--- src/rtl/prsm_pkg.sv ---
// ----------------------------------------------------------------------------
// prsm_pkg
// Shared types and constants of the prefix rule slot manager.
// ----------------------------------------------------------------------------
package prsm_pkg;

    localparam int PFX_W    = 64;
    localparam int LEN_W    = 8;
    localparam int TIDX_W   = 6;
    localparam int TBL_W    = 8;
    localparam int SLOT_W   = 6;
    localparam int STAT_W   = 3;
    localparam int CFG_IDX_W = 8;

    localparam logic [LEN_W-1:0] MAX_LEN = 8'd128;

    localparam logic [STAT_W-1:0] ST_FOUND    = 3'd0;
    localparam logic [STAT_W-1:0] ST_INSERTED = 3'd1;
    localparam logic [STAT_W-1:0] ST_DEFAULT  = 3'd2;
    localparam logic [STAT_W-1:0] ST_FULL     = 3'd3;
    localparam logic [STAT_W-1:0] ST_RELEASED = 3'd4;

    localparam logic [CFG_IDX_W-1:0] REG_TABLE_BASE    = 8'd0;
    localparam logic [CFG_IDX_W-1:0] REG_DEFAULT_TABLE = 8'd1;

    localparam logic [TBL_W-1:0] TABLE_BASE_RST    = 8'd10;
    localparam logic [TBL_W-1:0] DEFAULT_TABLE_RST = 8'd254;

    typedef struct packed {
        logic              op;
        logic [PFX_W-1:0]  prefix_hi;
        logic [PFX_W-1:0]  prefix_lo;
        logic [LEN_W-1:0]  prefix_len;
    } in_t;

    typedef struct packed {
        logic [STAT_W-1:0] status;
        logic [TBL_W-1:0]  table_number;
        logic [SLOT_W-1:0] slot;
    } out_t;

    typedef struct packed {
        logic [PFX_W-1:0]  hi;
        logic [PFX_W-1:0]  lo;
        logic [LEN_W-1:0]  len;
        logic [TIDX_W-1:0] tidx;
    } entry_t;

    typedef struct packed {
        logic              load;
        logic              clr_count;
        logic              idx_zero;
        logic              idx_count;
        logic              idx_inc;
        logic              idx_dec;
        logic              rd_cur;
        logic              rd_prev;
        logic              wr_shift;
        logic              wr_new;
        logic              set_stop;
        logic              set_result;
        logic [STAT_W-1:0] result_code;
        logic              emit;
    } cmd_t;

    typedef struct packed {
        logic is_release;
        logic len_zero;
        logic idx_at_count;
        logic idx_at_stop;
        logic cmp_equal;
        logic cmp_more;
        logic full;
        logic out_free;
    } stat_t;

endpackage

--- src/rtl/prefix_rule_slot_manager.sv ---
// ----------------------------------------------------------------------------
// prefix_rule_slot_manager
// Priority-ordered table of source prefixes with table number allocation.
//
//   channel  direction  handshake        payload
//   in       input      valid / stall    prsm_pkg::in_t
//   out      output     valid / stall    prsm_pkg::out_t
//   cfg      input      valid / ready    index, 8-bit data
//
// One transaction at a time: a release or a default answer goes from decode
// straight to output. A lookup scans the entries one by one, then shifts each
// entry behind the insertion point up by one (one memory read, then one write).
// Reset clears the fill count, so all entries read as empty; no clearing pass.
// A stalled output holds the result; the next input is taken meanwhile.
// ----------------------------------------------------------------------------
module prefix_rule_slot_manager #(
    parameter int NUM_SLOTS = 16
) (
    input  logic                            clk,
    input  logic                            rst_n,
    input  logic                            in_valid,
    output logic                            in_stall,
    input  prsm_pkg::in_t                   in_data,
    output logic                            out_valid,
    input  logic                            out_stall,
    output prsm_pkg::out_t                  out_data,
    input  logic                            cfg_valid,
    output logic                            cfg_ready,
    input  logic [prsm_pkg::CFG_IDX_W-1:0]  cfg_index,
    input  logic [prsm_pkg::TBL_W-1:0]      cfg_data
);

    prsm_pkg::cmd_t  cmd;
    prsm_pkg::stat_t stat;

    assign cfg_ready = 1'b1;

    prsm_ctrl u_ctrl (
        .clk      (clk),
        .rst_n    (rst_n),
        .in_valid (in_valid),
        .in_stall (in_stall),
        .stat     (stat),
        .cmd      (cmd)
    );

    prsm_dp #(
        .NUM_SLOTS (NUM_SLOTS)
    ) u_dp (
        .clk       (clk),
        .rst_n     (rst_n),
        .in_data   (in_data),
        .out_valid (out_valid),
        .out_stall (out_stall),
        .out_data  (out_data),
        .cfg_valid (cfg_valid),
        .cfg_index (cfg_index),
        .cfg_data  (cfg_data),
        .cmd       (cmd),
        .stat      (stat)
    );

endmodule

--- src/rtl/prsm_ctrl.sv ---
// ----------------------------------------------------------------------------
// prsm_ctrl
// Sequencer: decode, scan, shift, insert and deliver one transaction.
// ----------------------------------------------------------------------------
module prsm_ctrl (
    input  logic             clk,
    input  logic             rst_n,
    input  logic             in_valid,
    output logic             in_stall,
    input  prsm_pkg::stat_t  stat,
    output prsm_pkg::cmd_t   cmd
);

    localparam logic [3:0] S_IDLE    = 4'd0;
    localparam logic [3:0] S_DECODE  = 4'd1;
    localparam logic [3:0] S_SCAN    = 4'd2;
    localparam logic [3:0] S_CMP     = 4'd3;
    localparam logic [3:0] S_ALLOC   = 4'd4;
    localparam logic [3:0] S_SHREAD  = 4'd5;
    localparam logic [3:0] S_SHWRITE = 4'd6;
    localparam logic [3:0] S_WRNEW   = 4'd7;
    localparam logic [3:0] S_EMIT    = 4'd8;

    logic [3:0] state_reg;
    logic [3:0] state_next;

    assign in_stall = (state_reg != S_IDLE);

    always_comb
    begin
        state_next = state_reg;
        cmd = '0;
        case (state_reg)
            S_IDLE:
            begin
                if (in_valid)
                begin
                    cmd.load = 1'b1;
                    state_next = S_DECODE;
                end
            end
            S_DECODE:
            begin
                if (stat.is_release)
                begin
                    cmd.clr_count = 1'b1;
                    cmd.set_result = 1'b1;
                    cmd.result_code = prsm_pkg::ST_RELEASED;
                    state_next = S_EMIT;
                end
                else if (stat.len_zero)
                begin
                    cmd.set_result = 1'b1;
                    cmd.result_code = prsm_pkg::ST_DEFAULT;
                    state_next = S_EMIT;
                end
                else
                begin
                    cmd.idx_zero = 1'b1;
                    state_next = S_SCAN;
                end
            end
            S_SCAN:
            begin
                if (stat.idx_at_count)
                begin
                    cmd.set_stop = 1'b1;
                    state_next = S_ALLOC;
                end
                else
                begin
                    cmd.rd_cur = 1'b1;
                    state_next = S_CMP;
                end
            end
            S_CMP:
            begin
                if (stat.cmp_equal)
                begin
                    cmd.set_result = 1'b1;
                    cmd.result_code = prsm_pkg::ST_FOUND;
                    state_next = S_EMIT;
                end
                else if (stat.cmp_more)
                begin
                    cmd.set_stop = 1'b1;
                    state_next = S_ALLOC;
                end
                else
                begin
                    cmd.idx_inc = 1'b1;
                    state_next = S_SCAN;
                end
            end
            S_ALLOC:
            begin
                if (stat.full)
                begin
                    cmd.set_result = 1'b1;
                    cmd.result_code = prsm_pkg::ST_FULL;
                    state_next = S_EMIT;
                end
                else
                begin
                    cmd.idx_count = 1'b1;
                    state_next = S_SHREAD;
                end
            end
            S_SHREAD:
            begin
                if (stat.idx_at_stop)
                begin
                    state_next = S_WRNEW;
                end
                else
                begin
                    cmd.rd_prev = 1'b1;
                    state_next = S_SHWRITE;
                end
            end
            S_SHWRITE:
            begin
                cmd.wr_shift = 1'b1;
                cmd.idx_dec = 1'b1;
                state_next = S_SHREAD;
            end
            S_WRNEW:
            begin
                cmd.wr_new = 1'b1;
                cmd.set_result = 1'b1;
                cmd.result_code = prsm_pkg::ST_INSERTED;
                state_next = S_EMIT;
            end
            S_EMIT:
            begin
                if (stat.out_free)
                begin
                    cmd.emit = 1'b1;
                    state_next = S_IDLE;
                end
            end
            default:
            begin
                state_next = S_IDLE;
            end
        endcase
    end

    always_ff @(posedge clk or negedge rst_n)
    begin
        if (!rst_n)
        begin
            state_reg <= S_IDLE;
        end
        else
        begin
            state_reg <= state_next;
        end
    end

`ifndef NO_ASSERTIONS
    a_load_only_idle: assert property (@(posedge clk) disable iff (!rst_n)
        cmd.load |-> state_reg == S_IDLE)
        else $error("load outside idle");
    a_emit_free: assert property (@(posedge clk) disable iff (!rst_n)
        cmd.emit |-> stat.out_free)
        else $error("emit while output busy");
    a_shwrite_from_read: assert property (@(posedge clk) disable iff (!rst_n)
        state_reg == S_SHWRITE |-> $past(state_reg) == S_SHREAD)
        else $error("shift write without read");
`endif

endmodule

--- src/rtl/prsm_dp.sv ---
// ----------------------------------------------------------------------------
// prsm_dp
// Entry memory, fill count, prefix compare and result register.
// ----------------------------------------------------------------------------
module prsm_dp #(
    parameter int NUM_SLOTS = 16
) (
    input  logic                                clk,
    input  logic                                rst_n,
    input  prsm_pkg::in_t                       in_data,
    output logic                                out_valid,
    input  logic                                out_stall,
    output prsm_pkg::out_t                      out_data,
    input  logic                                cfg_valid,
    input  logic [prsm_pkg::CFG_IDX_W-1:0]      cfg_index,
    input  logic [prsm_pkg::TBL_W-1:0]          cfg_data,
    input  prsm_pkg::cmd_t                      cmd,
    output prsm_pkg::stat_t                     stat
);

    localparam int CW = $clog2(NUM_SLOTS + 1);
    localparam int AW = (NUM_SLOTS > 1) ? $clog2(NUM_SLOTS) : 1;

    prsm_pkg::in_t    item_reg;
    prsm_pkg::entry_t rd_reg;
    prsm_pkg::out_t   res_reg;
    prsm_pkg::out_t   out_reg;
    logic             out_valid_reg;
    logic [CW-1:0]    count_reg;
    logic [CW-1:0]    idx_reg;
    logic [CW-1:0]    stop_reg;
    logic [prsm_pkg::TBL_W-1:0] table_base_reg;
    logic [prsm_pkg::TBL_W-1:0] default_table_reg;

    prsm_pkg::entry_t ent_mem [NUM_SLOTS];

    logic [CW-1:0]    idx_prev;
    logic [AW-1:0]    rd_addr;
    logic [prsm_pkg::LEN_W-1:0] m_len;
    logic [63:0]      mhi;
    logic [63:0]      mlo;
    logic             v4_new;
    logic             v4_ent;
    logic             match;
    prsm_pkg::entry_t new_ent;

    assign idx_prev = idx_reg - CW'(1);
    assign rd_addr  = cmd.rd_prev ? idx_prev[AW-1:0] : idx_reg[AW-1:0];

    assign new_ent.hi   = item_reg.prefix_hi;
    assign new_ent.lo   = item_reg.prefix_lo;
    assign new_ent.len  = item_reg.prefix_len;
    assign new_ent.tidx = prsm_pkg::TIDX_W'(count_reg);

    always_comb
    begin
        m_len = (item_reg.prefix_len < rd_reg.len) ? item_reg.prefix_len : rd_reg.len;
        if (m_len >= 8'd64)
        begin
            mhi = '1;
        end
        else
        begin
            mhi = ~({64{1'b1}} >> m_len);
        end
        if (m_len <= 8'd64)
        begin
            mlo = '0;
        end
        else if (m_len >= 8'd128)
        begin
            mlo = '1;
        end
        else
        begin
            mlo = ~({64{1'b1}} >> (m_len - 8'd64));
        end
        v4_new = (item_reg.prefix_hi == 64'd0) && (item_reg.prefix_lo[63:32] == 32'hFFFF);
        v4_ent = (rd_reg.hi == 64'd0) && (rd_reg.lo[63:32] == 32'hFFFF);
        match = (v4_new == v4_ent)
             && (((item_reg.prefix_hi ^ rd_reg.hi) & mhi) == 64'd0)
             && (((item_reg.prefix_lo ^ rd_reg.lo) & mlo) == 64'd0);
    end

    assign stat.is_release   = item_reg.op;
    assign stat.len_zero     = (item_reg.prefix_len == '0);
    assign stat.idx_at_count = (idx_reg == count_reg);
    assign stat.idx_at_stop  = (idx_reg == stop_reg);
    assign stat.cmp_equal    = match && (item_reg.prefix_len == rd_reg.len);
    assign stat.cmp_more     = match && (item_reg.prefix_len > rd_reg.len);
    assign stat.full         = (count_reg == CW'(NUM_SLOTS));
    assign stat.out_free     = !out_valid_reg || !out_stall;

    always_ff @(posedge clk)
    begin
        if (cmd.load)
        begin
            item_reg.op         <= in_data.op;
            item_reg.prefix_hi  <= in_data.prefix_hi;
            item_reg.prefix_lo  <= in_data.prefix_lo;
            item_reg.prefix_len <= (in_data.prefix_len > prsm_pkg::MAX_LEN)
                                 ? prsm_pkg::MAX_LEN : in_data.prefix_len;
        end
        if (cmd.rd_cur || cmd.rd_prev)
        begin
            rd_reg <= ent_mem[rd_addr];
        end
        if (cmd.wr_shift)
        begin
            ent_mem[idx_reg[AW-1:0]] <= rd_reg;
        end
        else if (cmd.wr_new)
        begin
            ent_mem[stop_reg[AW-1:0]] <= new_ent;
        end
        if (cmd.set_stop)
        begin
            stop_reg <= idx_reg;
        end
        if (cmd.set_result)
        begin
            res_reg.status <= cmd.result_code;
            case (cmd.result_code)
                prsm_pkg::ST_FOUND:
                begin
                    res_reg.table_number <= table_base_reg
                                          + prsm_pkg::TBL_W'(rd_reg.tidx);
                    res_reg.slot <= prsm_pkg::SLOT_W'(idx_reg);
                end
                prsm_pkg::ST_INSERTED:
                begin
                    res_reg.table_number <= table_base_reg + prsm_pkg::TBL_W'(count_reg);
                    res_reg.slot <= prsm_pkg::SLOT_W'(stop_reg);
                end
                prsm_pkg::ST_DEFAULT:
                begin
                    res_reg.table_number <= default_table_reg;
                    res_reg.slot <= '0;
                end
                default:
                begin
                    res_reg.table_number <= '0;
                    res_reg.slot <= '0;
                end
            endcase
        end
        if (cmd.emit)
        begin
            out_reg <= res_reg;
        end
    end

    always_ff @(posedge clk or negedge rst_n)
    begin
        if (!rst_n)
        begin
            count_reg         <= '0;
            idx_reg           <= '0;
            out_valid_reg     <= 1'b0;
            table_base_reg    <= prsm_pkg::TABLE_BASE_RST;
            default_table_reg <= prsm_pkg::DEFAULT_TABLE_RST;
        end
        else
        begin
            if (cmd.clr_count)
            begin
                count_reg <= '0;
            end
            else if (cmd.wr_new)
            begin
                count_reg <= count_reg + CW'(1);
            end
            if (cmd.idx_zero)
            begin
                idx_reg <= '0;
            end
            else if (cmd.idx_count)
            begin
                idx_reg <= count_reg;
            end
            else if (cmd.idx_inc)
            begin
                idx_reg <= idx_reg + CW'(1);
            end
            else if (cmd.idx_dec)
            begin
                idx_reg <= idx_prev;
            end
            if (cmd.emit)
            begin
                out_valid_reg <= 1'b1;
            end
            else if (!out_stall)
            begin
                out_valid_reg <= 1'b0;
            end
            if (cfg_valid && cfg_index == prsm_pkg::REG_TABLE_BASE)
            begin
                table_base_reg <= cfg_data;
            end
            if (cfg_valid && cfg_index == prsm_pkg::REG_DEFAULT_TABLE)
            begin
                default_table_reg <= cfg_data;
            end
        end
    end

    assign out_valid = out_valid_reg;
    assign out_data  = out_reg;

`ifndef NO_ASSERTIONS
    a_count_bound: assert property (@(posedge clk) disable iff (!rst_n)
        count_reg <= CW'(NUM_SLOTS))
        else $error("fill count beyond capacity");
    a_insert_grows: assert property (@(posedge clk) disable iff (!rst_n)
        cmd.wr_new |=> count_reg == $past(count_reg) + CW'(1))
        else $error("insert did not grow fill count");
    a_stop_in_range: assert property (@(posedge clk) disable iff (!rst_n)
        cmd.wr_new |-> stop_reg <= count_reg)
        else $error("insert beyond fill count");
`endif

endmodule

--- config.mk ---
export PLATFORM = sky130hd
export DESIGN_NAME = prefix_rule_slot_manager
export DESIGN_NICKNAME = d
export VERILOG_FILES = /design/src/rtl/prsm_pkg.sv /design/src/rtl/prefix_rule_slot_manager.sv /design/src/rtl/prsm_ctrl.sv /design/src/rtl/prsm_dp.sv
export SDC_FILE = /design/constraint.sdc
export NUM_CORES = 2
export LEC_CHECK = 0
export BUFFER_PORTS_ARGS = -buffer_cell sky130_fd_sc_hd__buf_2
export CAP_MARGIN = 30
export CORE_ASPECT_RATIO = 0.7
export CORE_UTILIZATION = 25
export DETAILED_ROUTE_END_ITERATION = 8
export HOLD_SLACK_MARGIN = 0.15
export PLACE_DENSITY = 0.42
export SETUP_SLACK_MARGIN = 0.2
export SLEW_MARGIN = 20
export SYNTH_ARGS = -nofsm -noshare
export SYNTH_HDL_FRONTEND = slang
export SYNTH_SLANG_ARGS = --single-unit
--- constraint.sdc ---
create_clock -name clk -period 10.1 [get_ports clk]
set_input_delay 1.01 -clock clk [delete_from_list [all_inputs] [get_ports clk]]
set_output_delay 1.01 -clock clk [all_outputs]
set_load 0.1 [all_outputs]
* Word-level counts from Yosys, hierarchy flattened
Memories as Yosys holds them, arrays and structs flattened. A register that Yosys moved wholly into a read port is not among the register bits. Index checks and enable logic that the tools add are counted.
Cells by class: add/sub/neg operators 6, order comparisons 6, eq/ne operators 21, shift-type cells 2, mux-type cells 60, bitwise operators 6, reductions and logical operators 25
Operators by type and width (number):
- 64-bit logical NOT | 4
- 64-bit 2-to-1 mux | 3
- 142-bit 2-to-1 mux | 1
- 142-bit OR reduction | 1
- 64-bit AND | 2
- 64-bit inverter | 2
- 64-bit by 8-bit right shift with 64-bit output, first input constant | 2
- 64-bit XOR | 2
- 32-bit by 16-bit == test with 1-bit output, second input constant | 2
- 4-bit 2-to-1 mux | 12
- 14-bit case mux with 3 select lines | 1
- 4-bit case mux with 9 select lines | 1
- 1-bit 2-to-1 mux | 30
- 5-bit 2-to-1 mux | 6
- 4-bit by 3-bit == test with 1-bit output, second input constant | 4
- 8-bit logical NOT | 2
- 4-bit case mux with 4 select lines | 1
- 5-bit by 1-bit adder with 5-bit output, second input constant | 2
- 5-bit == test | 2
- 8-bit by 5-bit adder with 8-bit output | 1
- 8-bit by 6-bit adder with 8-bit output | 1
- 4-bit by 2-bit == test with 1-bit output, second input constant | 2
- 8-bit by 1-bit == test with 1-bit output, second input constant | 1
- 8-bit == test | 1
- other kinds (28) | 40
Storage, ports and cells: bits in registers 207, memory bits (writable) 2272, input bits 158, output and inout port bits 20, memories kept 1
Memory list:
- u_dp.ent_mem | words 16, width 142, read ports 1, clocked after memory_dff 1, wr ports 1, RTL line prsm_dp.sv:35 | prsm_pkg::entry_t ent_mem [NUM_SLOTS];

* Logic depth before layout (Yosys ltp)
depth after elaboration 17, gate-level depth with buffers 24, gate-level depth less buffers 20

* Modules after synthesis
From an unflattened synthesis, not the netlist that was laid out.
Second synthesis, totals: cells, all modules 4757, area total of the unflattened synthesis 103971.0 µm²
By module, submodules not included:
- prsm_dp | times used 1, cells each 4696, area each 103525.5 µm², sequential area each 78401.4 µm²
- prsm_ctrl | times used 1, cells each 59, area each 434.2 µm², sequential area each 100.1 µm²
- prefix_rule_slot_manager | times used 1, cells each 2, area each 11.3 µm², sequential area each 0.0 µm²

* Worst setup path before layout
No wires, ideal clock.
path type flip-flop to flip-flop, from register u_ctrl.state_reg[3], to memory u_dp.ent_mem[8][0] (netlist bit) (enable), library setup time 646 ps, arrival 7502 ps, required time 9454 ps, path slack 1952 ps, cell stages (with the launch flop) 9, buffers on the path 2, clock period less this slack 8148 ps, cells stage by stage dfrtp_1 > nor2b_1 > and2_0 > clkbuf_1 > nand2_1 > clkbuf_1 > nor3b_1 > a31oi_1 > nor2_1
On the way: longest elaborated chain between the ends 7, elaborated cells on any way between the ends 12
Ends and longest elaborated chain:
- start: declaration | RTL line prsm_ctrl.sv:24 | logic [3:0] state_reg;
- start signal: assignment | RTL line prsm_ctrl.sv:157 | state_reg <= state_next;
- 4-bit by 3-bit == test with 1-bit output | RTL line prsm_ctrl.sv:33 | case (state_reg)
- 1-bit 2-to-1 mux | RTL line prsm_ctrl.sv:33
- 1-bit 2-to-1 mux | RTL line prsm_dp.sv:112 | else if (cmd.wr_new)
- 1-bit 2-to-1 mux | RTL line prsm_dp.sv:108 | if (cmd.wr_shift)
- 1-bit 2-to-1 mux (implied by the code) | RTL line prsm_dp.sv:114 | ent_mem[stop_reg[AW-1:0]] <= new_ent;
- 142-bit OR reduction (no line)
- 4-bit 2-to-1 mux (no line) / 1-bit 2-to-1 mux (equally long branches)
- end: declaration | RTL line prsm_dp.sv:35
Parallel ways exist; a longest one is shown, timed or not.

==> flow_metrics.py <==
metrics = {
    "placed_design": {
        "dpl_worst_slack_ns": 3.05,
        "io_buffers": 175,
        "place_hpwl_um": 195000,
        "place_congestion": 0.882,
    },
    "global_route": {
        "grt_pass1_wl_um": 467000,
        "grtUsageTotal_pct": 15.8,
        "grt_overflow": 0,
        "grt_pass1_vias": 54800,
        "grt_max_degree": 112,
        "antenna_found_initial": 33,
    },
    "worst_setup_path": {
        "critPathLaunchType": "flop",
        "worst_setup_path_end_kind": "flop",
        "cp_top_family": "compound AO/OA/AOI/OAI gates",
        "path_class": "flop to flop",
        "timing.rr.start": "u_dp.rd_reg[8]$_DFFE_PP_",
        "reg2reg_slack_ns": 2.60,
        "worstPathRequired_ns": 10.66,
        "path_depth": 18,
        "r2r-end": "u_dp.stop_reg[0]$_DFFE_PP_",
        "setup.worst_path.start": "u_dp.rd_reg[8]$_DFFE_PP_",
        "reg2reg_depth": 18,
        "crit_path_top_delay_cell": "a2111oi_0",
        "cp-endpoint": "u_dp.stop_reg[0]$_DFFE_PP_",
        "arrival_ns": 8.06,
        "max_stage_delay_ns": 0.88,
        "crit_chain": "clkinv_1 > ha_1 > nand2_1 > a21oi_1 > o21a_1 > buf_4 > nor2_4 > o21ai_0 > ha_1 > buf_4 > clkinv_1 > a21oi_1 > a2111oi_0 > nand4_1 > o31ai_2 > nand3_1 > o21ba_2 > nor2_1",
        "critPathMaxFanout": 47,
        "crit_buf_inv": 4,
    },
    "floorplanning": {
        "die_height_um": 542,
        "start_util_pct": 25.2,
        "io_pins": 178,
        "std_cell_rows": 197,
        "die_area_um2": 419000,
        "core_um2": 413000,
        "die_w_um": 773,
    },
    "cells_and_area": {
        "area_delta_synth_final_pct": 16.7,
        "layout_commonest_cell": "edfxtp_1",
        "drive_gt1_share_pct": 26.5,
        "layout_common_cells": "edfxtp_1 (2588), mux4_2 (698), nand2_1 (495)",
        "final_util_pct": 29.4,
        "fillers": 40200,
        "largest_reg_flops": 2272,
        "nets": 5632,
    },
    "sta": {
        "setup_viol": 0,
        "finClkSkew_ns": 0.0789,
        "fin_crit_ns": 7.50,
        "period_share_pct": 74.2,
        "post-route-worst-setup-slack_ns": 2.60,
        "slew_viol_final": 0,
        "hold_viol": 0,
        "max_freq_ghz": 0.133,
        "worst_pin_slew_ns": 1.08,
        "slew_headroom_pct": 26.7,
        "whs_ns": 0.250,
        "finalSetupTns_ns": 0,
        "grt_setup_unrepaired": "false",
    },
    "power": {
        "powerDensity_nw_per_um2": 295,
        "leakage_nw": 38.0,
        "ir_worst_vdd_uv": 376,
    },
    "yosys": {
        "synth_edf_count": 2588,
        "synth_seq_cells": 2619,
        "synth_area_leader_cell": "edfxtp_1",
        "yosys-top-cells-area": "edfxtp_1 (75%), mux4_2 (15%), nand2_1 (1.8%)",
        "yosys_warnings": 0,
        "syn_inst": 5079,
        "syn_nets": 5258,
        "yosysSeqAreaShare_pct": 75.5,
        "yosysTopAreaCellShare_pct": 74.7,
        "avgSynthCellArea_um2": 20.5,
        "synth_cell_types": 90,
        "synthArstFlopShare_pct": 1.18,
        "synth.cell_area_um2": 104000,
        "synthFlopType": "edfxtp_1",
    },
    "clock_network": {
        "cts_tree": "yes",
        "clk_pin_slew_ns": 0.06,
        "cts_buffers": 283,
        "clock_path_buffers": 4,
        "htreeDepth": 5,
        "clock_sinks": 2619,
        "insertion_delay_ns": 0.96,
        "root_buffer": "clkbuf_16",
    },
    "drt": {
        "routed_via_density": 4.79,
        "drt-total-wl_um": 339000,
        "drtPass1Iterations": 6,
        "avgRoutedWirePerCell_um": 30.4,
        "drtAntennaViolNets": 0,
        "first_iter_violations": 5007,
        "route.detailed.drc": 0,
        "num_vias": 53400,
    },
    "run": {
        "maxCapViolCount": 0,
    },
    "min_path": {
        "hold_path.class": "primary input to flop",
    },
    "outcome": {
        "outcome": "finished clean",
    },
}
-- synth_stat cells, types with 5 or more instances --
master,number
or3_1,8
buf_1,40
nor4_1,68
nand2b_1,13
a22o_1,13
dfrtp_1,22
nand4_1,39
and4_1,5
clkbuf_1,142
mux2i_1,14
or4_1,10
o211ai_1,26
o221ai_1,11
buf_2,83
mux2_2,18
xnor2_1,80
o32a_1,5
o31ai_1,9
a311oi_1,5
a21o_1,7
o22ai_1,7
nand2_1,498
nor2_1,97
o2111ai_1,9
a21oi_1,63
nand3_1,40
clkinv_1,5
o21ai_0,70
a31oi_1,22
mux4_2,698
nor3_1,43
xor2_1,81
nor2b_1,27
nor4b_1,10
a211oi_1,23
edfxtp_1,2588
o311ai_0,5
dfstp_2,9
inv_1,27
o21ai_1,7
and2_1,5
ha_1,20
nand4b_1,5
and3_1,14
-- final cells by class --
type                    count  area (um^2)  share of cell area, %
diodes                      4         10.0                0.00824
clock buffers             349         7470                   6.15
clock inverters           156         1330                   1.10
inverters                  32          120                 0.0989
multi-input cells        2160        24500                   20.2
flip-flops and latches   2619        78500                   64.7
well taps                5472         6850                   5.64
repair buffers            357         2620                   2.16
-- routing by layer --
layer	track usage [%]	up-vias	share of wire, %
met3	2.78	426	5.3
met5	0	-	0.023
met1	23.0	29600	47
met2	24.6	1527	45
li1	-	21800	-
met4	3.58	14	2.3
-- worst min path at each step --
stage                          startpoint                     endpoint  slack [ns]  cells past startpoint
6_report                      in_data[59]  u_dp.item_reg[59]$_DFFE_PP_        0.25                      1
5_1_grt                       in_data[59]  u_dp.item_reg[59]$_DFFE_PP_        0.19                      1
4_1_cts                       in_data[59]  u_dp.item_reg[59]$_DFFE_PP_        0.15                      1
3_5_place_dp   u_dp.res_reg[12]$_DFFE_PP_  u_dp.out_data[12]$_DFFE_PP_        0.40                      0
3_3_place_gp    u_dp.res_reg[3]$_DFFE_PP_   u_dp.out_data[3]$_DFFE_PP_        0.42                      0
2_1_floorplan   u_dp.res_reg[0]$_DFFE_PP_   u_dp.out_data[0]$_DFFE_PP_        0.40                      0
-- report_power, final --
group | leakage [nW] | switching (W) | internal [W]
Combinational | 9.98 | 0.00684 | 0.00429
Clock | 4.29 | 0.00444 | 0.00567
Sequential | 23.7 | 0.000612 | 0.0140
-- per-stage QoR --
stage	instance area (um^2)	std cells	power, W
after detailed placement	112000	10600	0.0260
after global routing	121000	11100	0.0373
after global placement	112000	10600	0.0260
after floorplan	104000	5079	0.0218
after CTS	121000	11100	0.0362
final	121000	11100	0.0358
-- repair_timing --
item                                   CTS  global route
setup buffers                            0             0
endpoints found under the hold margin   16             3
hold buffers                            16             1
gates resized for setup                  0             0
-- kinds of logic (layout without fill, tap and decap cells) --
group,Yosys count,count (layout),share of synthesized area (%)
other cells,2,6,0.00722
fa+ha+maj,21,21,0.260
compound gates,343,343,2.26
simple gates,902,902,3.99
flops,2619,2619,75.5
xor+xnor,162,162,1.37
mux,730,730,15.4
buf+inv,300,894,1.20
Note: power is estimated with default switching activity, not from simulation.
